## src/rtl/sbrm_pkg.sv

```systemverilog
`timescale 1ns / 1ps
// Shared types and constants for the smoothed byte rate meter.
// No dependencies; compiled first.
package sbrm_pkg;

  localparam int TICK_W = 32;   // time stamp width
  localparam int BYTE_W = 64;   // byte counter width
  localparam int RATE_W = 48;   // rate width, also quotient bits
  localparam int PROD_W = 96;   // byte difference times ticks per second
  localparam int DEN_W  = 52;   // elapsed ticks times one million
  localparam int REM_W  = DEN_W + 1;

  localparam logic [TICK_W-1:0] MICRO_DIV = 32'd1000000;
  localparam logic [TICK_W-1:0] TPS_RESET = 32'd1000;
  localparam logic [RATE_W-1:0] RATE_MAX  = {RATE_W{1'b1}};

  typedef enum logic [2:0] {
    ST_IDLE,
    ST_MUL_LO,
    ST_MUL_HI,
    ST_MUL_DEN,
    ST_DIV_START,
    ST_DIV_WAIT,
    ST_AVG,
    ST_OUT
  } state_t;

  typedef struct packed {
    logic done;  // one-cycle pulse, quotient or saturation valid
    logic sat;   // quotient does not fit in RATE_W bits
  } div_stat_t;

endpackage

```

## src/rtl/sbrm_if.sv

```systemverilog
`timescale 1ns / 1ps
// Valid/ready channels for samples and rate results.
// Depends on sbrm_pkg.
interface sbrm_sample_if;
  import sbrm_pkg::*;
  logic              valid;
  logic              ready;
  logic [TICK_W-1:0] now_ticks;
  logic [BYTE_W-1:0] total_bytes;
  modport source (output valid, output now_ticks, output total_bytes, input ready);
  modport sink   (input valid, input now_ticks, input total_bytes, output ready);
endinterface

interface sbrm_rate_if;
  import sbrm_pkg::*;
  logic              valid;
  logic              ready;
  logic [RATE_W-1:0] rate_mbps;
  modport source (output valid, output rate_mbps, input ready);
  modport sink   (input valid, input rate_mbps, output ready);
endinterface

```

## src/rtl/sbrm_divider.sv

```systemverilog
`timescale 1ns / 1ps
// Restoring divider, one quotient bit per cycle, with an up-front overflow check.
// Depends on sbrm_pkg.
module sbrm_divider #(
  parameter int TOP_W = 67
) (
  input  logic                       clk,
  input  logic                       rst,
  input  logic                       start,
  input  logic [TOP_W-1:0]           num_top,
  input  logic [sbrm_pkg::RATE_W-1:0] num_low,
  input  logic [sbrm_pkg::DEN_W-1:0] den,
  output logic [sbrm_pkg::RATE_W-1:0] quot,
  output sbrm_pkg::div_stat_t        stat
);
  import sbrm_pkg::*;

  localparam int CMP_W = (TOP_W > REM_W) ? TOP_W : REM_W;
  localparam int CNT_W = $clog2(RATE_W);
  localparam logic [CNT_W-1:0] CNT_LAST = CNT_W'(RATE_W - 1);

  logic [REM_W-1:0]  rem;
  logic [RATE_W-1:0] low;
  logic [CNT_W-1:0]  cnt;
  logic              busy;

  logic [CMP_W-1:0] top_ext;
  logic [CMP_W-1:0] den_ext;
  logic [REM_W-1:0] trial;
  logic             ge;

  assign top_ext = CMP_W'(num_top);
  assign den_ext = CMP_W'(den);
  assign trial   = {rem[REM_W-2:0], low[RATE_W-1]};
  assign ge      = trial >= {1'b0, den};
  assign quot    = low;

  always_ff @(posedge clk) begin
    if (rst) begin
      busy <= 1'b0;
      stat <= '0;
      cnt  <= '0;
    end else begin
      stat.done <= 1'b0;
      if (start) begin
        if (top_ext >= den_ext) begin
          // quotient reaches 2^RATE_W
          stat.done <= 1'b1;
          stat.sat  <= 1'b1;
        end else begin
          busy <= 1'b1;
          cnt  <= '0;
        end
      end else if (busy) begin
        cnt <= cnt + 1'b1;
        if (cnt == CNT_LAST) begin
          busy      <= 1'b0;
          stat.done <= 1'b1;
          stat.sat  <= 1'b0;
        end
      end
    end
  end

  // datapath, no reset
  always_ff @(posedge clk) begin
    if (start) begin
      rem <= top_ext[REM_W-1:0];
      low <= num_low;
    end else if (busy) begin
      rem <= ge ? (trial - {1'b0, den}) : trial;
      low <= {low[RATE_W-2:0], ge};
    end
  end

endmodule

```

## src/rtl/smoothed_byte_rate_meter.sv

```systemverilog
`timescale 1ns / 1ps
// Smoothed byte rate meter, top level: sequencer, shared multiplier, state.
// Depends on sbrm_pkg, sbrm_if.sv and sbrm_divider.
//
//  channel   dir  beat payload                         notes
//  sample    in   now_ticks[31:0], total_bytes[63:0]    one beat per result
//  result    out  rate_mbps[47:0]                       Mbit/s, FRAC_BITS fraction
//  cfg       in   cfg_we, cfg_wdata[31:0]               ticks_per_second
//
// A first sample or one too close to the last recorded one goes straight to output.
// A measured sample takes three passes through the shared 32x32 multiplier,
// then a state to start the bit-serial divider and a wait on it for all
// 48 quotient bits, then averaging and output load. A quotient that
// overflows is caught at start. Zero elapsed ticks skips the divider.
// rst is synchronous; it restores ticks_per_second to 1000 and clears state.
// The output register lets a result wait while the next sample is taken;
// a finished result stalls in ST_OUT only if the previous one is still held.
module smoothed_byte_rate_meter #(
  parameter int FRAC_BITS = 16
) (
  input  logic                      clk,
  input  logic                      rst,
  input  logic                      cfg_we,
  input  logic [sbrm_pkg::TICK_W-1:0] cfg_wdata,
  sbrm_sample_if.sink               sample,
  sbrm_rate_if.source               result
);
  import sbrm_pkg::*;

  // numerator = product << (3 + FRAC_BITS): the 3 is the bits-per-byte factor
  localparam int SH_W  = 3 + FRAC_BITS;
  localparam int NUM_W = PROD_W + SH_W;
  localparam int TOP_W = NUM_W - RATE_W;

  state_t state, state_next;

  // configuration and architectural state
  logic [TICK_W-1:0] tps;
  logic              started;
  logic [TICK_W-1:0] last_time;
  logic [BYTE_W-1:0] last_count;
  logic [RATE_W-1:0] last_rate;

  // working registers
  logic [TICK_W-1:0]   dt;
  logic [BYTE_W-1:0]   dbytes;
  logic [2*TICK_W-1:0] mul_p;
  logic [PROD_W-1:0]   prod_acc;
  logic [RATE_W-1:0]   fresh;
  logic [RATE_W-1:0]   res;

  // output stage
  logic              out_valid;
  logic [RATE_W-1:0] out_rate;

  logic [TICK_W-1:0] mul_a;
  logic [TICK_W-1:0] mul_b;
  logic [TICK_W-1:0] dt_now;
  logic              accept;
  logic              too_close;
  logic              out_load;
  logic              div_start;
  logic [NUM_W-1:0]  num;
  logic [RATE_W:0]   avg_sum;
  logic [RATE_W-1:0] quot;
  div_stat_t         dstat;

  assign sample.ready     = (state == ST_IDLE);
  assign accept           = sample.valid && sample.ready;
  assign dt_now           = sample.now_ticks - last_time;   // wraps mod 2^32
  assign too_close        = dt_now < tps;
  assign out_load         = (state == ST_OUT) && (!out_valid || result.ready);
  assign result.valid     = out_valid;
  assign result.rate_mbps = out_rate;
  assign num              = {prod_acc, {SH_W{1'b0}}};
  assign avg_sum          = {1'b0, fresh} + {1'b0, last_rate};

  // ---------------- next state ----------------
  always_comb begin
    state_next = state;
    unique case (state)
      ST_IDLE: begin
        if (accept) begin
          if (!started || too_close) state_next = ST_OUT;
          else                       state_next = ST_MUL_LO;
        end
      end
      ST_MUL_LO:    state_next = ST_MUL_HI;
      ST_MUL_HI:    state_next = ST_MUL_DEN;
      ST_MUL_DEN:   state_next = ST_DIV_START;
      // zero elapsed ticks means a zero divisor: the new rate is zero
      ST_DIV_START: state_next = (dt == '0) ? ST_AVG : ST_DIV_WAIT;
      ST_DIV_WAIT:  if (dstat.done) state_next = ST_AVG;
      ST_AVG:       state_next = ST_OUT;
      ST_OUT:       if (out_load) state_next = ST_IDLE;
      default:      state_next = ST_IDLE;
    endcase
  end

  // ---------------- sequencer outputs ----------------
  always_comb begin
    mul_a     = '0;
    mul_b     = tps;
    div_start = 1'b0;
    unique case (state)
      ST_MUL_LO:  mul_a = dbytes[TICK_W-1:0];
      ST_MUL_HI:  mul_a = dbytes[BYTE_W-1:TICK_W];
      ST_MUL_DEN: begin
        mul_a = dt;
        mul_b = MICRO_DIV;
      end
      ST_DIV_START: div_start = (dt != '0);
      default: begin
        mul_a = '0;
      end
    endcase
  end

  always_ff @(posedge clk) begin
    if (rst) state <= ST_IDLE;
    else     state <= state_next;
  end

  // ---------------- control and state registers ----------------
  always_ff @(posedge clk) begin
    if (rst) begin
      tps        <= TPS_RESET;
      started    <= 1'b0;
      last_time  <= '0;
      last_count <= '0;
      last_rate  <= '0;
      out_valid  <= 1'b0;
    end else begin
      if (cfg_we) tps <= cfg_wdata;
      if (accept && (!started || !too_close)) begin
        started    <= 1'b1;
        last_time  <= sample.now_ticks;
        last_count <= sample.total_bytes;
      end
      if (state == ST_AVG) last_rate <= avg_sum[RATE_W:1];
      if (out_load)                      out_valid <= 1'b1;
      else if (result.ready)             out_valid <= 1'b0;
    end
  end

  // ---------------- datapath ----------------
  always_ff @(posedge clk) begin
    if (accept) begin
      dt     <= dt_now;
      dbytes <= sample.total_bytes - last_count;   // wraps mod 2^64
      res    <= started ? last_rate : '0;
    end
    // shared multiplier, registered
    if (state == ST_MUL_LO || state == ST_MUL_HI || state == ST_MUL_DEN)
      mul_p <= mul_a * mul_b;
    if (state == ST_MUL_HI)  prod_acc <= PROD_W'(mul_p);
    if (state == ST_MUL_DEN) prod_acc <= prod_acc + {mul_p, {TICK_W{1'b0}}};
    if (state == ST_DIV_START) fresh <= '0;
    if (state == ST_DIV_WAIT && dstat.done) fresh <= dstat.sat ? RATE_MAX : quot;
    if (state == ST_AVG) res <= avg_sum[RATE_W:1];
    if (out_load) out_rate <= res;
  end

  sbrm_divider #(
    .TOP_W (TOP_W)
  ) u_div (
    .clk     (clk),
    .rst     (rst),
    .start   (div_start),
    .num_top (num[NUM_W-1:RATE_W]),
    .num_low (num[RATE_W-1:0]),
    .den     (mul_p[DEN_W-1:0]),
    .quot    (quot),
    .stat    (dstat)
  );

endmodule
```

## src/flat_wrapper.sv

```systemverilog
// flat-port wrapper written by rule: the top's interface ports become plain ports
module smoothed_byte_rate_meter_flat import sbrm_pkg::*;
#(
  parameter int FRAC_BITS = 16
)
  (clk, rst, cfg_we, cfg_wdata, sample_valid, sample_now_ticks, sample_total_bytes, sample_ready, result_valid, result_rate_mbps, result_ready);
  sbrm_sample_if sample_i ();
  sbrm_rate_if result_i ();
  input  logic clk;
  input  logic rst;
  input  logic cfg_we;
  input  logic [sbrm_pkg::TICK_W-1:0] cfg_wdata;
  input wire logic [$bits(sample_i.valid)-1:0] sample_valid;
  input wire logic [$bits(sample_i.now_ticks)-1:0] sample_now_ticks;
  input wire logic [$bits(sample_i.total_bytes)-1:0] sample_total_bytes;
  output wire logic [$bits(sample_i.ready)-1:0] sample_ready;
  output wire logic [$bits(result_i.valid)-1:0] result_valid;
  output wire logic [$bits(result_i.rate_mbps)-1:0] result_rate_mbps;
  input wire logic [$bits(result_i.ready)-1:0] result_ready;
  assign sample_i.valid = sample_valid;
  assign sample_i.now_ticks = sample_now_ticks;
  assign sample_i.total_bytes = sample_total_bytes;
  assign sample_ready = sample_i.ready;
  assign result_valid = result_i.valid;
  assign result_rate_mbps = result_i.rate_mbps;
  assign result_i.ready = result_ready;
  smoothed_byte_rate_meter #(.FRAC_BITS(FRAC_BITS)) u_core (.clk(clk), .rst(rst), .cfg_we(cfg_we), .cfg_wdata(cfg_wdata), .sample(sample_i), .result(result_i));
endmodule
```

## config.mk

```make
export PLATFORM = sky130hd
export DESIGN_NAME = smoothed_byte_rate_meter_flat
export DESIGN_NICKNAME = d
export VERILOG_FILES = /design/src/rtl/sbrm_pkg.sv /design/src/rtl/sbrm_if.sv /design/src/rtl/sbrm_divider.sv /design/src/rtl/smoothed_byte_rate_meter.sv /design/src/flat_wrapper.sv
export SDC_FILE = /design/constraint.sdc
export NUM_CORES = 2
export LEC_CHECK = 0
export ABC_AREA = 0
export ABC_CLOCK_PERIOD_IN_PS = 26400
export BUFFER_PORTS_ARGS = -buffer_cell sky130_fd_sc_hd__buf_2
export CAP_MARGIN = 20
export CORE_ASPECT_RATIO = 1.2
export CORE_MARGIN = 2
export CORE_UTILIZATION = 65
export CTS_CLUSTER_DIAMETER = 50
export DETAILED_ROUTE_END_ITERATION = 10
export PLACE_DENSITY_LB_ADDON = 0.08
export SYNTH_ARGS = -nofsm -noshare
export SYNTH_HDL_FRONTEND = slang
export SYNTH_HIERARCHICAL = 1
export SYNTH_SLANG_ARGS = --single-unit
export TNS_END_PERCENT = 50
```

## constraint.sdc

```tcl
create_clock -name clk -period 26.4 [get_ports clk]
set_clock_uncertainty 0.15 [all_clocks]
set_input_delay 5.28 -clock clk [delete_from_list [all_inputs] [get_ports clk]]
set_output_delay 5.28 -clock clk [all_outputs]
set_load 0.02 [all_outputs]
```

==> impl_metrics.json <==
{
  "viasPerCell": 6.13,
  "setup_viol": 0,
  "crit_type": "reg2reg",
  "crit_path_start_kind": "flop",
  "syn_avg_cell_area_sq_um": 9.22,
  "cts_tree": "built",
  "slew_headroom_pct": 27.3,
  "busiest_layer": "met2",
  "fp.dieH_um": 374,
  "ioPinCount": 183,
  "netlist_instances": 8043,
  "htreeDepth": 3,
  "rows": 135,
  "status": "completed",
  "first_pass_iters": 7,
  "ys_types": 99,
  "clock_latency_ns": 0.71,
  "synth_area_leaders": "fa_1 24%, edfxtp_1 20%, ha_1 10%",
  "grt_max_degree": 100,
  "final_layout_size_suffix_gt1_share_pct": 8.15,
  "arrival_ns": 11.32,
  "globalRouteMet2Util_pct": 64.5,
  "yosysSeqAreaShare_pct": 25.4,
  "synthArstFlopShare_pct": 0,
  "wl_per_cell_um": 23.8,
  "vias": 59400,
  "cpMostUsedCell": "fa_1",
  "fin_setup_tns_ns": 0,
  "grt_use_met3_pct": 8.31,
  "worstPathRequired_ns": 26.66,
  "crit_slowest_cell": "nor2b_4",
  "netlist_area_sq_mm": 0.0742,
  "gr-total-overflow": 0,
  "synth_top_area_share_pct": 24.3,
  "worst-path-max-fanout": 57,
  "yosysTopAreaCell": "fa_1",
  "ff2ff_path_depth": 31,
  "final_hold_viol_count": 0,
  "post-route-period-util_pct": 41.9,
  "critPathCapture": "u_core/mul_p[60]",
  "dieArea_sq_mm": 0.117,
  "rsz0062_at_grt": "no",
  "ys.flop_type": "edfxtp_1",
  "max_cap_violations": 0,
  "start_util_pct": 65.7,
  "yosysWarningCount": 6,
  "rr_endpoint": "u_core/mul_p[60]",
  "antenna_left": 0,
  "synth-edff-count": 500,
  "die_w_um": 312,
  "dp_hpwl_um": 179000,
  "tightestPinTransition_ns": 1.09,
  "gp_routability_congestion": 1.05,
  "core-area_sq_mm": 0.113,
  "drv_slew": 0,
  "io_buffers": 182,
  "clk_path_buf_depth": 3,
  "r2r-start": "u_core/state[2]",
  "first_global_vias": 60700,
  "cp-startpoint": "u_core/state[2]",
  "final_nets": 9737,
  "rrSetupSlack_ns": 15.34,
  "period_needed_ns": 11.06,
  "area_growth_pct": 7.83,
  "grt_pass1_wl_um": 352000,
  "cts.reportedPaths.clkPinSlew_ns": 0.06,
  "drt-initial-drc-count": 5637,
  "holdBufCountCts": 0,
  "critPathMaxStageDelay_ns": 0.68,
  "drc": 0,
  "grt_antenna_before_repair": 13,
  "max_clock_freq_mhz": 90.4,
  "hold_class": "reg2reg",
  "whs_ns": 0.267,
  "endpoint_kind": "flop",
  "use_met1_pct": 46.6,
  "grt_usage_pct": 39.9,
  "routed_wirelength_um": 231000,
  "cts_root_buf": "clkbuf_16",
  "numCtsBuffers": 84,
  "cts.sinks": 690,
  "ctsResizeCount": 0,
  "ys_seq_elements": 690,
  "post_cts_buffers": 0
}
[through the flow]
stage / worst slack [ns] / instance area (sq um) / std cells / utilization (%)
5_1_grt: 14.89 / 80000 / 9687 / 70.8
3_5_place_dp: 15.18 / 76900 / 9520 / 68.0
6_report: 15.34 / 80000 / 9694 / 70.8
3_3_place_gp: 15.33 / 76900 / 9519 / 68.0
4_1_cts: 15.48 / 79900 / 9677 / 70.7
2_1_floorplan: 14.48 / 74300 / 8061 / -
[critical path, delay by kind of cell (launching register included)]
| family | cells | cell delay [ns] |
|---|---|---|
| simple gates | 6 | 1.98 |
| xor+xnor | 1 | 0.12 |
| compound gates | 8 | 2.34 |
| buf+inv | 7 | 1.34 |
| flops | 1 | 0.31 |
| fa+ha+maj | 9 | 4.50 |
[logic make-up after synthesis]
family                     share of synthesized area, %
and+or+nand+nor                                    14.4
adders and majority gates                          34.5
buffers and inverters                              7.52
AOI/OAI and AO/OA                                  11.6
DFF                                                25.4
xor gates and xnor gates                           3.33
muxes                                              3.22
other                                           0.00505
[Yosys cell counts (all sizes together) (59+ instances only)]
cell and number:
inv 1109, dfxtp 190, ha 603, nand2 978, fa 901, xnor2 171, nand4 92, o21ai 252
mux2 101, nand3 64, o21a 59, xor2 111, nor2 1064, mux2i 125, a21o 235, clkbuf 319
edfxtp 500, a21oi 427
[final cells by class]
| cell class | instances | area [sq um] |
|---|---|---|
| antenna | 16 | 40.0 |
| clock buffer | 106 | 2310 |
| clock inverter | 51 | 763 |
| fill | 8824 | 33000 |
| inverter | 1110 | 4170 |
| multi-input combinational | 5893 | 50000 |
| sequential | 690 | 18800 |
| tap | 1507 | 1890 |
| timing repair buffer | 321 | 1990 |
[state kept, by name, summed over array words and instances, names as in the netlist, 2 cells and up]
signal                   count
u_core/prod_acc             96
u_core/dt                   32
u_core/u_div/quot           48
u_core/res                  48
u_core/last_count           64
u_core/u_div/rem            52
u_core/last_time            32
u_core/u_div/stat            2
u_core/mul_p                64
u_core/last_rate            48
u_core/fresh                48
u_core/tps                  32
u_core/dbytes               64
u_core/u_div/cnt             6
u_core/result.rate_mbps     48
u_core/state                 3
[worst min-delay path by stage]
stage / startpoint / endpoint / slack (ns) / cells after the start
after floorplan: u_core/res[0] / u_core/result.rate_mbps[0] / 0.25 / 0
after global placement: u_core/res[42] / u_core/result.rate_mbps[42] / 0.25 / 0
after detailed placement: u_core/res[38] / u_core/result.rate_mbps[38] / 0.25 / 0
after CTS: u_core/res[6] / u_core/result.rate_mbps[6] / 0.27 / 0
after global routing: u_core/res[42] / u_core/result.rate_mbps[42] / 0.28 / 0
final: u_core/res[6] / u_core/result.rate_mbps[6] / 0.27 / 0
[per-layer routing]
metal  up-vias  part of all wire [%]
li1      26600                     -
met1     29000                    36
met2      2973                    46
met3       926                   8.8
met4         2                   9.4
met5         -                0.0056
[cells in the final DEF, fill, tap and decap left out, types with 15 or more instances in the layout]
master	instances
dfxtp_1	187
o21a_1	58
nand4_1	92
o21bai_1	52
buf_2	181
diode_2	16
nand2b_1	49
conb_1	19
nor2b_1	49
and2_1	55
clkbuf_16	85
buf_4	136
nand2_1	972
fa_1	901
a31oi_1	29
o31ai_1	20
o21ai_0	228
nand3_1	64
a21o_1	235
inv_1	1107
o211ai_1	28
ha_1	603
mux2i_1	125
nor3_1	43
mux2_2	100
xor2_1	111
and3_1	48
nor4_1	21
edfxtp_1	500
xnor2_1	171
a21oi_2	16
a41oi_1	15
a21oi_1	410
a211oi_1	39
nor2_1	1051
o21ai_1	21
Power is left out: the tool's default activity adds up to more than one toggle a clock period on the data nets, which glitch-free logic cannot reach.
